[src/rtl/core/assert_macros.svh]
// Assertion macros used by the tokenizer top level.
`ifndef ASSERT_MACROS_SVH
`define ASSERT_MACROS_SVH

// Same-cycle implication, sampled on clk_i, off while rst_ni is low
`define ASSERT_IMPL(lbl, ante, cons, msg) \
  lbl: assert property (@(posedge clk_i) disable iff (!rst_ni) (ante) |-> (cons)) \
    else $error(msg);

// Next-cycle implication, sampled on clk_i, off while rst_ni is low
`define ASSERT_NEXT(lbl, ante, cons, msg) \
  lbl: assert property (@(posedge clk_i) disable iff (!rst_ni) (ante) |=> (cons)) \
    else $error(msg);

`endif

[src/rtl/core/mtt_pkg.sv]
// Types, codes and character-class helpers of the markup tag tokenizer.
`default_nettype none

package mtt_pkg;

  // Lexer modes
  typedef enum logic [2:0] {
    MODE_TEXT     = 3'd0,
    MODE_TAGSTART = 3'd1,
    MODE_TAGNAME  = 3'd2,
    MODE_ATTRGAP  = 3'd3,
    MODE_ATTRNAME = 3'd4,
    MODE_EQUALS   = 3'd5,
    MODE_VALSTART = 3'd6,
    MODE_VALUE    = 3'd7
  } mode_e;

  // Event codes on the result port
  typedef enum logic [3:0] {
    EV_TEXT_CHAR  = 4'd0,
    EV_TEXT_END   = 4'd1,
    EV_NAME_CHAR  = 4'd2,
    EV_NAME_END   = 4'd3,
    EV_ATTR_CHAR  = 4'd4,
    EV_ATTR_END   = 4'd5,
    EV_VALUE_CHAR = 4'd6,
    EV_VALUE_END  = 4'd7,
    EV_TAG_END    = 4'd8,
    EV_ERROR      = 4'd9
  } ev_e;

  // Characters of the grammar
  localparam logic [7:0] ChLt    = 8'd60;
  localparam logic [7:0] ChGt    = 8'd62;
  localparam logic [7:0] ChSlash = 8'd47;
  localparam logic [7:0] ChEq    = 8'd61;
  localparam logic [7:0] ChQuote = 8'd34;
  localparam logic [7:0] ChSpace = 8'd32;

  // Output queue depth: one word in flight plus the two words one byte can give
  localparam int unsigned QDepth = 3;
  localparam int unsigned QIdxW  = $clog2(QDepth + 1);

  // One result word
  typedef struct packed {
    ev_e        ev;
    logic [7:0] data;
    logic       end_tag;
    logic       last;
  } result_t;

  function automatic logic is_space(input logic [7:0] c);
    return (c == ChSpace) || (c >= 8'd9 && c <= 8'd13);
  endfunction

  function automatic logic is_alnum(input logic [7:0] c);
    return (c >= 8'd48 && c <= 8'd57) || (c >= 8'd65 && c <= 8'd90) ||
           (c >= 8'd97 && c <= 8'd122);
  endfunction

endpackage

`default_nettype wire

[src/rtl/core/markup_tag_tokenizer_unit.sv]
// Top level of the markup tag tokenizer: lexer state machine and result queue.
`default_nettype none

// Streaming tokenizer for a simplified HTML tag grammar. Each accepted byte is
// decided in the cycle it arrives and gives zero, one or two result words,
// which enter a three-word output queue; the words are registered in the
// queue before they reach the output. As long as the output drains, bytes that
// give at most one word are taken at one byte per cycle. A byte
// that ends a tag name and also gives an attribute char, a tag end or an
// error, or that ends an attribute name with a grammar error, gives two words,
// and the single output port then gives them one after the other.
// in_stall_o rises while two or more words wait in the queue. Pending text is
// closed only by a later '<'; there is no end-of-stream flush.
module markup_tag_tokenizer_unit
  import mtt_pkg::*;
(
  input  var logic       clk_i,
  input  var logic       rst_ni,
  // input byte channel
  input  var logic       in_valid_i,
  output logic           in_stall_o,
  input  var logic [7:0] byte_in_i,
  // result channel
  output logic           out_valid_o,
  input  var logic       out_stall_i,
  output logic [3:0]     event_res_o,
  output logic [7:0]     data_byte_o,
  output logic           is_end_tag_o,
  output logic           last_o
);

  // lexer state
  mode_e mode_q, mode_d;
  logic  pend_q, pend_d;
  logic  etag_q, etag_d;

  // queue
  result_t            slot_q [QDepth];
  result_t            slot_d [QDepth];
  logic [QIdxW-1:0]   cnt_q, cnt_d;

  logic               accept, pop;
  result_t            res_a, res_b;
  logic [1:0]         res_n;

  // attribute-gap and equals handling, shared by two modes each
  result_t gap_res, eq_res;
  logic    gap_has, gap_err, eq_err;
  mode_e   gap_mode, eq_mode;

  assign pop        = (cnt_q != '0) && !out_stall_i;
  assign in_stall_o = (cnt_q > QIdxW'(1));
  assign accept     = in_valid_i && !in_stall_o;

  // attribute gap decision
  always_comb begin
    gap_res  = '{ev: EV_ERROR, data: 8'd0, end_tag: etag_q, last: 1'b0};
    gap_has  = 1'b0;
    gap_err  = 1'b0;
    gap_mode = MODE_ATTRGAP;
    if (is_space(byte_in_i)) begin
      gap_mode = MODE_ATTRGAP;
    end else if (is_alnum(byte_in_i)) begin
      gap_res.ev   = EV_ATTR_CHAR;
      gap_res.data = byte_in_i;
      gap_has      = 1'b1;
      gap_mode     = MODE_ATTRNAME;
    end else if (byte_in_i == ChGt) begin
      gap_res.ev = EV_TAG_END;
      gap_has    = 1'b1;
      gap_mode   = MODE_TEXT;
    end else begin
      gap_has  = 1'b1;
      gap_err  = 1'b1;
      gap_mode = MODE_TEXT;
    end
  end

  // equals decision
  always_comb begin
    eq_res  = '{ev: EV_ERROR, data: 8'd0, end_tag: etag_q, last: 1'b0};
    eq_err  = 1'b0;
    eq_mode = MODE_EQUALS;
    if (is_space(byte_in_i)) begin
      eq_mode = MODE_EQUALS;
    end else if (byte_in_i == ChEq) begin
      eq_mode = MODE_VALSTART;
    end else begin
      eq_err  = 1'b1;
      eq_mode = MODE_TEXT;
    end
  end

  // main lexer: next state and up to two result words for this byte
  always_comb begin
    result_t err_w;
    err_w  = '{ev: EV_ERROR, data: 8'd0, end_tag: etag_q, last: 1'b0};
    mode_d = mode_q;
    pend_d = pend_q;
    etag_d = etag_q;
    res_a  = err_w;
    res_b  = err_w;
    res_n  = 2'd0;
    case (mode_q)
      MODE_TEXT: begin
        if (byte_in_i == ChLt) begin
          res_a  = '{ev: EV_TEXT_END, data: 8'd0, end_tag: 1'b0, last: 1'b0};
          res_n  = pend_q ? 2'd1 : 2'd0;
          pend_d = 1'b0;
          etag_d = 1'b0;
          mode_d = MODE_TAGSTART;
        end else begin
          res_a  = '{ev: EV_TEXT_CHAR, data: byte_in_i, end_tag: 1'b0, last: 1'b0};
          res_n  = 2'd1;
          pend_d = 1'b1;
        end
      end
      MODE_TAGSTART: begin
        if (is_space(byte_in_i)) begin
          mode_d = MODE_TAGSTART;
        end else if (byte_in_i == ChSlash) begin
          etag_d = 1'b1;
        end else if (is_alnum(byte_in_i)) begin
          res_a  = '{ev: EV_NAME_CHAR, data: byte_in_i, end_tag: etag_q, last: 1'b0};
          res_n  = 2'd1;
          mode_d = MODE_TAGNAME;
        end else begin
          res_n  = 2'd1;
          mode_d = MODE_TEXT;
          pend_d = 1'b0;
          etag_d = 1'b0;
        end
      end
      MODE_TAGNAME: begin
        if (is_alnum(byte_in_i)) begin
          res_a = '{ev: EV_NAME_CHAR, data: byte_in_i, end_tag: etag_q, last: 1'b0};
          res_n = 2'd1;
        end else begin
          res_a  = '{ev: EV_NAME_END, data: 8'd0, end_tag: etag_q, last: 1'b0};
          res_b  = gap_res;
          res_n  = gap_has ? 2'd2 : 2'd1;
          mode_d = gap_mode;
          if (gap_err) begin
            pend_d = 1'b0;
            etag_d = 1'b0;
          end
        end
      end
      MODE_ATTRGAP: begin
        res_a  = gap_res;
        res_n  = gap_has ? 2'd1 : 2'd0;
        mode_d = gap_mode;
        if (gap_err) begin
          pend_d = 1'b0;
          etag_d = 1'b0;
        end
      end
      MODE_ATTRNAME: begin
        if (is_alnum(byte_in_i)) begin
          res_a = '{ev: EV_ATTR_CHAR, data: byte_in_i, end_tag: etag_q, last: 1'b0};
          res_n = 2'd1;
        end else begin
          res_a  = '{ev: EV_ATTR_END, data: 8'd0, end_tag: etag_q, last: 1'b0};
          res_b  = eq_res;
          res_n  = eq_err ? 2'd2 : 2'd1;
          mode_d = eq_mode;
          if (eq_err) begin
            pend_d = 1'b0;
            etag_d = 1'b0;
          end
        end
      end
      MODE_EQUALS: begin
        res_a  = eq_res;
        res_n  = eq_err ? 2'd1 : 2'd0;
        mode_d = eq_mode;
        if (eq_err) begin
          pend_d = 1'b0;
          etag_d = 1'b0;
        end
      end
      MODE_VALSTART: begin
        if (is_space(byte_in_i)) begin
          mode_d = MODE_VALSTART;
        end else if (byte_in_i == ChQuote) begin
          mode_d = MODE_VALUE;
        end else begin
          res_n  = 2'd1;
          mode_d = MODE_TEXT;
          pend_d = 1'b0;
          etag_d = 1'b0;
        end
      end
      MODE_VALUE: begin
        if (byte_in_i == ChQuote) begin
          res_a  = '{ev: EV_VALUE_END, data: 8'd0, end_tag: etag_q, last: 1'b0};
          mode_d = MODE_ATTRGAP;
        end else begin
          res_a = '{ev: EV_VALUE_CHAR, data: byte_in_i, end_tag: etag_q, last: 1'b0};
        end
        res_n = 2'd1;
      end
      default: begin
        mode_d = MODE_TEXT;
      end
    endcase
    // mark the final word of this byte
    res_a.last = (res_n == 2'd1);
    res_b.last = 1'b1;
  end

  // queue: shift out at slot 0, append new words behind what stays
  always_comb begin
    logic [QIdxW-1:0] base;
    base  = cnt_q - QIdxW'(pop);
    cnt_d = base;
    for (int i = 0; i < QDepth; i++) begin
      if (pop && i < QDepth - 1) begin
        slot_d[i] = slot_q[i + 1];
      end else begin
        slot_d[i] = slot_q[i];
      end
      if (accept && res_n != 2'd0 && QIdxW'(i) == base) begin
        slot_d[i] = res_a;
      end
      if (accept && res_n == 2'd2 && QIdxW'(i) == base + QIdxW'(1)) begin
        slot_d[i] = res_b;
      end
    end
    if (accept) begin
      cnt_d = base + QIdxW'(res_n);
    end
  end

  // control registers
  always_ff @(posedge clk_i or negedge rst_ni) begin
    if (!rst_ni) begin
      mode_q <= MODE_TEXT;
      pend_q <= 1'b0;
      etag_q <= 1'b0;
      cnt_q  <= '0;
    end else begin
      cnt_q <= cnt_d;
      if (accept) begin
        mode_q <= mode_d;
        pend_q <= pend_d;
        etag_q <= etag_d;
      end
    end
  end

  // queue payload
  always_ff @(posedge clk_i) begin
    for (int i = 0; i < QDepth; i++) begin
      slot_q[i] <= slot_d[i];
    end
  end

  assign out_valid_o  = (cnt_q != '0);
  assign event_res_o  = slot_q[0].ev;
  assign data_byte_o  = slot_q[0].data;
  assign is_end_tag_o = slot_q[0].end_tag;
  assign last_o       = slot_q[0].last;

`include "assert_macros.svh"

  `ASSERT_NEXT(a_text_char_out,
               accept && mode_q == MODE_TEXT && byte_in_i != ChLt,
               out_valid_o, "text byte gave no word")
  `ASSERT_NEXT(a_lt_to_tag,
               accept && mode_q == MODE_TEXT && byte_in_i == ChLt,
               mode_q == MODE_TAGSTART && !etag_q, "'<' did not open a tag")
  `ASSERT_IMPL(a_err_last,
               out_valid_o && event_res_o == EV_ERROR,
               last_o, "error word not last of its byte")
  `ASSERT_IMPL(a_text_no_etag,
               out_valid_o && (event_res_o == EV_TEXT_CHAR || event_res_o == EV_TEXT_END),
               !is_end_tag_o, "text word carries end-tag flag")
  `ASSERT_IMPL(a_queue_room,
               accept,
               cnt_q <= QIdxW'(1), "byte taken without room for two words")

endmodule

`default_nettype wire
[config.mk]
export PLATFORM = sky130hd
export DESIGN_NAME = markup_tag_tokenizer_unit
export DESIGN_NICKNAME = d
export VERILOG_FILES = /design/src/rtl/core/mtt_pkg.sv /design/src/rtl/core/markup_tag_tokenizer_unit.sv
export VERILOG_INCLUDE_DIRS = /design/src /design/src/rtl/core
export SDC_FILE = /design/constraint.sdc
export NUM_CORES = 1
export LEC_CHECK = 0
export BUFFER_PORTS_ARGS = -buffer_cell sky130_fd_sc_hd__buf_2
export CAP_MARGIN = 0
export CELL_PAD_IN_SITES_DETAIL_PLACEMENT = 2
export CELL_PAD_IN_SITES_GLOBAL_PLACEMENT = 2
export CORE_MARGIN = 5
export CORE_UTILIZATION = 38
export CTS_CLUSTER_DIAMETER = 80
export CTS_CLUSTER_SIZE = 25
export DETAILED_ROUTE_END_ITERATION = 16
export PLACE_DENSITY = 0.84
export SLEW_MARGIN = 20
export SYNTH_ARGS = -nofsm -noshare
export SYNTH_HDL_FRONTEND = slang
export SYNTH_SLANG_ARGS = --single-unit
[constraint.sdc]
create_clock -name clk_i -period 3.17 [get_ports clk_i]
set_input_delay 0.634 -clock clk_i [delete_from_list [all_inputs] [get_ports clk_i]]
set_output_delay 0.634 -clock clk_i [all_outputs]
set_load 0.005 [all_outputs]
# Word level (Yosys, flattened, before mapping)
# Memory sizes are Yosys's and may differ from the RTL's.
# Index checks and enable logic that the tools add are counted.
# totals
regBits	7
ram_bits	42
output_inout_bits	16
word_cells	149
mem_count	1
# mem_list
memory	depth	word_bits	rd	rd_clocked_by_memory_dff	write_ports	line_no	text
slot_q	3	14	3	0	3	markup_tag_tokenizer_unit.sv:38	result_t slot_q [QDepth];
# classes
n_addsub	3
order_cmp	9
n_eq_ne	30
muxes	74
reduce_logical	28
# ops
cell	n
two-way mux 14 bit	13
case mux 14 bit (6 select lines)	1
== test 8 x 6 -> 1 bit (second input constant)	6
two-way mux 11 bit	4
two-way mux 3 bit	12
two-way mux 1 bit	31
case mux 3 bit (8 select lines)	1
!= test 2 bit (second input constant)	9
AND reduction 9 bit	2
>= comparator 8 x 7 -> 1 bit (second input constant)	2
<= comparator 8 x 7 -> 1 bit (second input constant)	2
case mux 2 bit (8 select lines)	1
logical AND 1 bit	14
case mux 1 bit (7 select lines)	2
== test 3 bit (second input constant)	4
two-way mux 12 bit	1
two-way mux 2 bit	6
>= comparator 8 x 4 -> 1 bit (second input constant)	1
>= comparator 8 x 6 -> 1 bit (second input constant)	1
<= comparator 8 x 4 -> 1 bit (second input constant)	1
<= comparator 8 x 6 -> 1 bit (second input constant)	1
two-way mux 8 bit	1
nonzero test 7 bit	1
== test 3 x 2 -> 1 bit (second input constant)	2
other kinds (17)	25

# Depth between registers and ports, before layout
# Gate-level depths: netlist (run 1).
# logic_depth
ltp_word	12
depth_mapped	12

# Worst setup path after synthesis (run 1)
# OpenSTA, ideal clock, no wires.
# synth_timing
path_type	in2reg
startpoint	input port byte_in_i[2]
endpoint	memory slot_q[0][15] (netlist name), enable pin
arrival_ns	2.904
t_required_ns	2.798
setup_slack_ns	-0.106
path_stages	9
cell_sequence	buf_6 -> or4b_1 -> a21o_1 -> a21oi_2 -> buf_4 -> o211ai_2 -> o31ai_4 -> clkbuf_1 -> nand3_1
# synth_lines
element	line_no	text
start: declaration	markup_tag_tokenizer_unit.sv:22	input var logic [7:0] byte_in_i,
end: declaration	markup_tag_tokenizer_unit.sv:38	

==> impl_metrics.csv, run 1 <==
group,metric,value,unit
status,status,"complete, no violations",
worst_setup_path,worstSetupPathType,"reg2reg",
drt,ant_nets,0,
floorplanning,die_w,101,µm
final_layout,fill_cells,905,
power_and_ir_drop,switchingPower,0.00112,W
floorplanning,core_area,0.00813,mm²
drt,wl_per_cell,21.8,µm
synthesis,yosysTopAreaCellShare,0.343,
clock_network,clk_latency,0.31,ns
global_route,grt_pass1_wl,16400,µm
placement,dp_hpwl,7800,µm
power_and_ir_drop,p_clk_frac,0.141,
synthesis,synth-async-reset-ratio,0.143,
worst_setup_path,worstReg2RegEnd,"slot_q[0][15]$_DFFE_PP_",
floorplanning,die_height,101,µm
synthesis,netlist_instances,340,
placement,placed_area,0.00340,mm²
drt,vias,2754,
sta,clock-skew-final,0.00987,ns
synthesis,ys_seq_elements,49,
power_and_ir_drop,sequentialPowerShare,0.390,
power_and_ir_drop,finalPower,0.00267,W
clock_network,hold_buffers,0,
sta,clock.fmax,331,MHz
worst_setup_path,r2r-start,"cnt_q[1]$_DFF_PN0_",
power_and_ir_drop,p_comb_frac,0.469,
clock_network,cts_sinks,49,
synthesis,synth_top_cell_by_area,"edfxtp_1",
sta,period_needed,3.02,ns
clock_network,cts_setup_buffers,0,
drt,avgViaCountPerCell,5.88,
drt,drt-total-wl,10200,µm
clock_network,clock_path_buffers,2,
synthesis,seq_area_frac_synth,0.437,
power_and_ir_drop,leakage,1.32,nW
sta,maxSlewHeadroom,0.368,
clock_network,numCtsBuffers,5,
sta,finalWorstSetupSlack,0.152,ns
clock_network,ctsResizeCount,0,
global_route,grt_use_total,0.208,
drt,route.detailed.drc,0,
clock_network,cts.htree.levels,2,
synthesis,synth_edf_count,36,
synthesis,synth_ff_type,"edfxtp_1",
placement,place.gp.congestion,0.929,
final_layout,areaGrowthSynthToFinish,10.7,%
clock_network,clkTransAtPathRegs,0.10,ns
final_layout,drive_gt1_frac,0.223,
final_layout,final_common_cell,"nand2_1",
synthesis,synth_nets,354,
synthesis,synth_area_per_cell,9.27,µm²
worst_setup_path,reg2reg_slack,0.15,ns
floorplanning,pin_count,28,
final_layout,nets,376,
power_and_ir_drop,internal_power,0.00155,W
clock_network,cts_tree,"done",
sta,rsz0062_at_grt,"false",
placement,portBuffers,27,
sta,hold_viol_final,0,
final_layout,final_cells,468,
sta,slew_violations,0,
global_route,grt_pass1_vias,2964,
drt,drtIter0Drc,124,
clock_network,clockRootBuffer,"clkbuf_8",
floorplanning,die-area,0.0102,mm²
global_route,grt_max_degree,23,
worst_hold_path,hp-class,"in2async",
synthesis,synth.area.top_cells,"edfxtp_1, dfrtp_1, o21ai_0, nand2_1, nand3_1",
worst_setup_path,worstPathRequired,3.24,ns
final_layout,num_antenna_cells,0,
final_layout,design_area,0.00349,mm²
synthesis,netlist_area,0.00315,mm²
placement,dp_slack,-0.00787,ns
sta,finalSetupViolations,0,
synthesis,synthDistinctLibCells,71,
sta,worstMarginPinSlew,0.941,ns
worst_setup_path,cp_max_fo,19,
worst_setup_path,worstPathArrival,3.08,ns
worst_setup_path,critPathCaptureType,"flip-flop",
floorplanning,start_util,0.387,
power_and_ir_drop,ir_drop,219,µV
global_route,grt-ovfl-total,0,
worst_setup_path,crit_start,"cnt_q[1]$_DFF_PN0_",
floorplanning,rows,33,
synthesis,yosysWarnings,0,
power_and_ir_drop,switching_share,0.420,
final_layout,final_cell_mix,"nand2_1, edfxtp_1, nor2_1, o21ai_0, buf_2",
job,max_cap_viol_count,0,
power_and_ir_drop,power.density,765,mW/mm²
placement,place_inst,460,
drt,drt_first_pass_iters,4,
global_route,antenna_found_initial,0,
worst_setup_path,cp-start-kind,"flip-flop",
worst_setup_path,worstRegToRegCells,8,
sta,finalCritPeriodShare,0.952,
-- kinds of logic (layout without fill, tap and decap cells) --
| kind of cell | count (synthesis) | count (layout) | synth area share |
|---|---|---|---|
| flops | 49 | 49 | 0.437 |
| mux | 3 | 3 | 0.00993 |
| compound gates | 98 | 98 | 0.229 |
| fa+ha+maj | 3 | 3 | 0.0111 |
| simple gates | 139 | 139 | 0.222 |
| xor+xnor | 2 | 2 | 0.00556 |
| buf+inv | 46 | 69 | 0.0850 |
-- through the flow --
| stage | setup TNS [ns] | hold slack (ns) | utilization |
|---|---|---|---|
| 4_1_cts | 0 | 0.141 | 0.429 |
| 3_5_place_dp | -0.0736 | 0.476 | 0.418 |
| 6_report | 0 | 0.139 | 0.429 |
| 3_3_place_gp | 0 | 0.461 | 0.418 |
| 2_1_floorplan | 0 | 0.338 | - |
| 5_1_grt | 0 | 0.151 | 0.429 |
-- worst max path at each step --
stage                              end  slack (ns)
2_1_floorplan  slot_q[0][29]$_DFFE_PP_        0.03
3_3_place_gp    slot_q[0][6]$_DFFE_PP_        0.11
3_5_place_dp   slot_q[0][15]$_DFFE_PP_      -0.008
4_1_cts        slot_q[0][15]$_DFFE_PP_        0.15
5_1_grt        slot_q[0][17]$_DFFE_PP_        0.01
6_report       slot_q[0][15]$_DFFE_PP_        0.15
-- synth_stat cells, drive strengths merged, types with 2 or more instances --
cell,n
a21o,4
a211oi,2
o31ai,4
and4,3
edfxtp,36
ha,2
a22o,4
mux2i,2
a31oi,5
dfrtp,7
nor2,34
nand2b,6
o31a,2
nand3,25
dfxtp,6
o32ai,2
inv,8
buf,24
nor3,7
o22ai,3
o211ai,2
or2,4
a21boi,2
nand3b,3
a21oi,17
nor2b,4
nand4,3
xnor2,2
a311oi,2
or4b,3
nand2,39
o21ai,30
a22oi,2
o21bai,2
nor4,2
clkbuf,13
-- state kept, by name, summed over array words and instances (netlist names) --
| signal | count |
|---|---|
| slot_q | 42 |
| mode_q | 3 |
| cnt_q | 2 |
| etag_q | 1 |
| pend_q | 1 |
-- per-layer routing --
layer  vias up  track usage  share of wire
li1       1287            -              -
met1      1399        0.246           0.41
met2        59        0.392           0.54
met3         9       0.0235          0.039
met4         0       0.0562          0.012
met5         -            0              0
-- power groups by stage --
stage / clock [W] / sequential [W] / combinational (W)
after floorplan: 0 / 0.00101 / 0.000891
after global placement: 0 / 0.00103 / 0.00115
after detailed placement: 0 / 0.00106 / 0.00124
after CTS: 0.000381 / 0.00105 / 0.00126
after global routing: 0.000409 / 0.00106 / 0.00138
final: 0.000375 / 0.00104 / 0.00125
-- area by class of cell --
class                      instances  area (µm²)  area share
timing repair buffer              52         348      0.0997
sequential                        49        1380       0.395
clock buffer                       6        72.6      0.0208
clock inverter                     2        15.0     0.00430
multi-input combinational        245        1510       0.433
inverter                           9        33.8     0.00968
tap                              105         131      0.0377
-- worst max-delay path, cell delays in order, from the launching register on --
cell and delay [ns]:
dfrtp_1 0.41, or2_2 0.30, nand2b_1 0.10, inv_1 0.10
ha_1 0.43, nor3_1 0.65, o31ai_4 0.23, buf_4 0.26
a32o_1 0.30
Note: power is estimated with default switching activity, not from simulation.
==> inputs of run 2 (changes only) <==
--- a/config.mk
+++ b/config.mk
@@ -6,7 +6,7 @@
 export SDC_FILE = /design/constraint.sdc
 export NUM_CORES = 1
 export LEC_CHECK = 0
-export BUFFER_PORTS_ARGS = -buffer_cell sky130_fd_sc_hd__buf_2
+export BUFFER_PORTS_ARGS = -buffer_cell sky130_fd_sc_hd__buf_4
 export CAP_MARGIN = 0
 export CELL_PAD_IN_SITES_DETAIL_PLACEMENT = 2
 export CELL_PAD_IN_SITES_GLOBAL_PLACEMENT = 2
@@ -20,3 +20,4 @@
 export SYNTH_ARGS = -nofsm -noshare
 export SYNTH_HDL_FRONTEND = slang
 export SYNTH_SLANG_ARGS = --single-unit
+export TNS_END_PERCENT = 1
==> run 2 against run 1 <==
  * Critical path depth is 2 higher
  * Via count is 0.87% lower
  * Die area stayed put
  * Worst hold slack worse by 0.0070 ns
  * Cell area is 2.8% higher
  * Cell count is 0.43% higher
  * Count of clock-buffer cells in the layout is 1 lower
  * Combinational power hardly changed
  * Clock skew is 0.0028 ns lower
  * Critical endpoint is now slot_q[0][16]$_DFFE_PP_
  * Largest power group unchanged
==> impl_metrics.csv, run 2 (synthesis results as in run 1) <==
group,metric,value,unit
worst_setup_path,r2r-start,"cnt_q[1]$_DFF_PN0_",
global_route,grt-ovfl-total,0,
clock_network,cts.htree.levels,2,
sta,final.setup.tns,0,ns
global_route,antenna_found_initial,0,
clock_network,clkTransAtPathRegs,0.09,ns
worst_setup_path,worstSetupPathType,"reg2reg",
drt,drt-total-wl,9930,µm
drt,vias,2730,
worst_setup_path,cpLargestDelayFamily,"simple AND/OR/NAND/NOR gates",
final_layout,largest_reg_flops,42,
global_route,grt_max_degree,20,
status,status,"complete, no violations",
worst_setup_path,worstPathRequired,3.15,ns
power_and_ir_drop,ir_drop,234,µV
floorplanning,die-area,0.0102,mm²
drt,avgViaCountPerCell,5.81,
drt,drt_first_pass_iters,4,
sta,clock-skew-final,0.00702,ns
worst_setup_path,worstPathArrival,2.89,ns
final_layout,areaGrowthSynthToFinish,13.8,%
sta,rsz0062_at_grt,"false",
drt,drtIter0Drc,137,
sta,finalCritPeriodShare,0.917,
final_layout,largest-register,"slot_q",
clock_network,clockRootBuffer,"clkbuf_8",
worst_setup_path,worstReg2RegEnd,"slot_q[0][16]$_DFFE_PP_",
worst_setup_path,crit_buf_inv,3,
drt,ant_nets,0,
clock_network,cts_tree,"done",
clock_network,ctsResizeCount,0,
sta,worstMarginPinSlew,0.813,ns
final_layout,nets,378,
worst_setup_path,path_cells,"or2_2, nand2b_1, inv_1, ha_1, nor2_1, nand2_1, inv_1, nand2_1, buf_4, nand3_2",
sta,worst_hold_slack,0.132,ns
clock_network,cts_setup_buffers,0,
clock_network,clk_latency,0.30,ns
power_and_ir_drop,power.density,775,mW/mm²
sta,period_needed,2.91,ns
sta,clock.fmax,344,MHz
final_layout,drive_gt1_frac,0.230,
floorplanning,pin_count,28,
clock_network,hold_buffers,0,
worst_setup_path,critPathMaxStageDelay,0.42,ns
drt,route.detailed.drc,0,
worst_setup_path,critPathCaptureType,"flip-flop",
global_route,grt_pass1_vias,2862,
placement,portBuffers,27,
placement,place.gp.congestion,0.943,
sta,finalSetupViolations,0,
clock_network,numCtsBuffers,5,
global_route,grt_use_total,0.204,
sta,hold_viol_final,0,
worst_setup_path,crit_start,"cnt_q[1]$_DFF_PN0_",
sta,slew_violations,0,
job,max_cap_viol_count,0,
floorplanning,start_util,0.387,
final_layout,reg.largest.list,"slot_q (42), mode_q (3), cnt_q (2)",
worst_setup_path,cp-start-kind,"flip-flop",
floorplanning,die_height,101,µm
clock_network,clock_path_buffers,2,
sta,maxSlewHeadroom,0.454,
clock_network,cts_sinks,49,
worst_hold_path,hp-class,"in2async",
final_layout,final_common_cell,"buf_4",
worst_setup_path,crit_slowest_cell,"dfrtp_1",
worst_setup_path,cp_max_fo,13,
floorplanning,die_w,101,µm
global_route,grt_pass1_wl,16200,µm
final_layout,final_cell_mix,"buf_4, nand2_1, edfxtp_1, nor2_1, o21ai_0",
placement,dp_hpwl,7730,µm
drt,wl_per_cell,21.1,µm
worst_setup_path,worstRegToRegCells,10,
final_layout,num_antenna_cells,0,
floorplanning,rows,33,
worst_setup_path,reg2reg_slack,0.26,ns
power_and_ir_drop,leakage,1.37,nW
floorplanning,core_area,0.00813,mm²
-- run 2: layout make-up --
cell class                      instances  area, µm²
Inverter                                9       33.8
Fill cell                             871       4550
Tap cell                              105        131
Timing Repair Buffer                   54        418
Clock buffer                            5       68.8
Sequential cell                        49       1380
Clock inverter                          3       46.3
Multi-Input combinational cell        245       1510
-- run 2: metal layers --
layer,track usage,vias to the layer above,part of all wire
li1,-,1298,-
met1,0.258,1379,0.43
met2,0.374,45,0.53
met3,0.0201,8,0.029
met4,0.0419,0,0.010
met5,0,-,0
-- run 2: worst reg2reg max path: cells and delay by family, from the launching register on --
kind                       cells  cell delay, ns
buffers and inverters          3            0.55
DFF                            1            0.42
and+or+nand+nor                6            1.36
adders and majority gates      1            0.26
-- run 2: worst max path at each step --
| stage | end | cells past startpoint |
|---|---|---|
| 6_report | slot_q[0][16]$_DFFE_PP_ | 10 |
| 5_1_grt | slot_q[0][24]$_DFFE_PP_ | 10 |
| 4_1_cts | slot_q[0][16]$_DFFE_PP_ | 10 |
| 3_5_place_dp | slot_q[0][4]$_DFFE_PP_ | 8 |
| 3_3_place_gp | slot_q[0][9]$_DFFE_PP_ | 8 |
| 2_1_floorplan | slot_q[0][29]$_DFFE_PP_ | 8 |
-- run 2: report_power, final --
part / total (W) / internal (W) / switching (W) / leakage [nW]
combinational: 0.00128 / 0.000502 / 0.000783 / 0.839
clock: 0.000449 / 0.000236 / 0.000213 / 0.0543
sequential: 0.00104 / 0.000940 / 0.000105 / 0.476
-- run 2: metrics by stage --
step           cell area, µm²  utilization  worst slack, ns  cells  total power (W)
6_report                 3590        0.441            0.262    470          0.00278
5_1_grt                  3590        0.441           0.0518    470          0.00298
4_1_cts                  3590        0.441            0.223    470          0.00281
3_5_place_dp             3470        0.427          0.00955    462          0.00234
3_3_place_gp             3470        0.427            0.101    462          0.00226
2_1_floorplan            3160            -           0.0342    340          0.00191
==> inputs of run 3 (changes only) <==
--- a/config.mk
+++ b/config.mk
@@ -16,6 +16,7 @@
 export CTS_CLUSTER_SIZE = 25
 export DETAILED_ROUTE_END_ITERATION = 16
 export PLACE_DENSITY = 0.84
+export RECOVER_POWER = 100
 export SLEW_MARGIN = 20
 export SYNTH_ARGS = -nofsm -noshare
 export SYNTH_HDL_FRONTEND = slang
==> run 3 against run 2 <==
  * Maximum frequency fell by 3.9%
  * Sequential power barely moved
  * Die area did not move
  * Clock power rose by 0.9%
  * Clock skew rose by 0.00067 ns
  * Critical endpoint is now slot_q[0][8]$_DFFE_PP_
  * Largest cell class unchanged
==> impl_metrics.csv, run 3 (synthesis results as in run 1) <==
group,metric,value,unit
global_route,grt_pass1_wl,16200,µm
final_layout,num_antenna_cells,0,
final_layout,largest-register,"slot_q",
drt,vias,2732,
final_layout,reg.largest.list,"slot_q (42), mode_q (3), cnt_q (2)",
clock_network,cts_sinks,49,
worst_setup_path,critPathCaptureType,"flip-flop",
placement,placed_area,0.00347,mm²
power_and_ir_drop,leakage,1.33,nW
drt,drt_first_pass_iters,4,
worst_setup_path,worstRegToRegCells,7,
final_layout,largest_reg_flops,42,
sta,finalSetupViolations,0,
worst_setup_path,cp_max_fo,18,
drt,top_layer_used,"met4",
placement,dp_hpwl,7730,µm
clock_network,clockRootBuffer,"clkbuf_8",
floorplanning,core_area,0.00813,mm²
sta,finalCritPeriodShare,0.955,
final_layout,fill_cells,886,
floorplanning,pin_count,28,
worst_setup_path,path_cells,"clkbuf_1, and4bb_1, nor4bb_1, clkbuf_1, o221a_2, o211ai_1, o31ai_4, clkbuf_2, o21ai_0",
global_route,grt_pass1_vias,2862,
floorplanning,die_w,101,µm
worst_setup_path,cpLargestDelayFamily,"compound AO/OA/AOI/OAI gates",
worst_setup_path,worstReg2RegEnd,"slot_q[0][35]$_DFFE_PP_",
clock_network,cts_tree,"done",
sta,period_needed,3.03,ns
worst_setup_path,worstSetupPathType,"in2reg",
clock_network,clk_latency,0.30,ns
job,max_cap_viol_count,0,
sta,rsz0062_at_grt,"false",
clock_network,clock_path_buffers,2,
power_and_ir_drop,power.density,779,mW/mm²
clock_network,cts.htree.levels,2,
drt,wl_met3,376,µm
sta,worstMarginPinSlew,0.815,ns
final_layout,design_area,0.00352,mm²
clock_network,cts_setup_buffers,0,
drt,ant_nets,0,
status,status,"complete, no violations",
final_layout,final_common_cell,"nand2_1",
final_layout,nets,378,
final_layout,areaGrowthSynthToFinish,11.8,%
worst_setup_path,reg2reg_slack,0.21,ns
drt,met2WireLength,5210,µm
clock_network,ctsResizeCount,0,
drt,avgViaCountPerCell,5.81,
clock_network,numCtsBuffers,5,
floorplanning,die_height,101,µm
power_and_ir_drop,ir_drop,234,µV
global_route,grt-ovfl-total,0,
sta,clock.fmax,330,MHz
sta,worst_hold_slack,0.212,ns
drt,drtIter0Drc,114,
worst_setup_path,worstPathRequired,3.21,ns
sta,clock-skew-final,0.00770,ns
floorplanning,start_util,0.387,
drt,route.detailed.drc,0,
sta,maxSlewHeadroom,0.452,
clock_network,clkTransAtPathRegs,0.10,ns
floorplanning,die-area,0.0102,mm²
sta,final.setup.tns,0,ns
placement,portBuffers,27,
floorplanning,rows,33,
worst_setup_path,crit_buf_inv,3,
global_route,grt_max_degree,20,
worst_hold_path,hp-class,"in2async",
worst_setup_path,crit_slowest_cell,"nor4bb_1",
worst_setup_path,r2r-start,"mode_q[1]$_DFFE_PN0P_",
drt,m1WireLength,4170,µm
placement,place.gp.congestion,0.943,
clock_network,hold_buffers,0,
sta,slew_violations,0,
worst_setup_path,crit_top_cell,"clkbuf_1",
final_layout,final_cell_mix,"nand2_1, edfxtp_1, nor2_1, o21ai_0, buf_4",
global_route,antenna_found_initial,0,
worst_setup_path,worstPathArrival,3.07,ns
worst_setup_path,cp-start-kind,"input pin",
final_layout,drive_gt1_frac,0.197,
drt,drt-total-wl,9880,µm
worst_setup_path,critPathMaxStageDelay,0.40,ns
global_route,grt_use_total,0.204,
sta,hold_viol_final,0,
drt,wl_per_cell,21.0,µm
## run 3: changes by cell type in the layout (fill, tap and decap cells not counted), moves of 3 or more
cell | previous run | this run
buf_4 | 53 | 30
clkbuf_1 | 0 | 7
clkbuf_2 | 0 | 3
clkbuf_4 | 0 | 14
## run 3: where the power goes
group | leakage, nW | switching (W) | internal (W) | total [W]
registers | 0.476 | 0.000104 | 0.000940 | 0.00104
logic | 0.802 | 0.000774 | 0.000474 | 0.00125
clock network | 0.0543 | 0.000216 | 0.000236 | 0.000453
## run 3: how the worst max path moves through the flow
stage                     slack (ns)                       to          startpoint  cells after the start
after floorplan                 0.03  slot_q[0][29]$_DFFE_PP_        byte_in_i[2]                      8
after global placement          0.10   slot_q[0][9]$_DFFE_PP_        byte_in_i[2]                      8
after detailed placement        0.01   slot_q[0][4]$_DFFE_PP_        byte_in_i[2]                      8
after CTS                       0.22  slot_q[0][16]$_DFFE_PP_  cnt_q[1]$_DFF_PN0_                     10
after global routing            0.03   slot_q[0][8]$_DFFE_PP_        byte_in_i[7]                      9
final                           0.14   slot_q[0][8]$_DFFE_PP_        byte_in_i[7]                      9
## run 3: metrics by stage
stage                     cells   util  power (W)  setup slack (ns)
after detailed placement    462  0.427    0.00234           0.00955
after CTS                   470  0.441    0.00281             0.223
after global placement      462  0.427    0.00226             0.101
after global routing        470  0.433    0.00294            0.0323
after floorplan             340      -    0.00191            0.0342
final                       470  0.433    0.00274             0.143
## run 3: final cells by class
type / count / area (µm²) / share of cell area
well taps: 105 / 131 / 0.0373
multi-input cells: 245 / 1490 / 0.424
repair buffers: 54 / 372 / 0.106
flip-flops and latches: 49 / 1380 / 0.391
clock buffers: 5 / 68.8 / 0.0195
inverters: 9 / 33.8 / 0.00959
clock inverters: 3 / 46.3 / 0.0131
## run 3: per-layer routing
metal  global-route usage  up-vias
li1                     -     1299
met1                0.258     1370
met2                0.374       53
met3               0.0201       10
met4               0.0419        0
met5                    0        -
## run 3: worst reg2reg max path, stage by stage (launching register included)
cell and delay [ns]:
dfrtp_1 0.54, clkbuf_1 0.42, nand2_1 0.14, o21a_1 0.17, or4_4 0.49, a311o_2 0.44, nand2_1 0.16, clkbuf_2 0.29
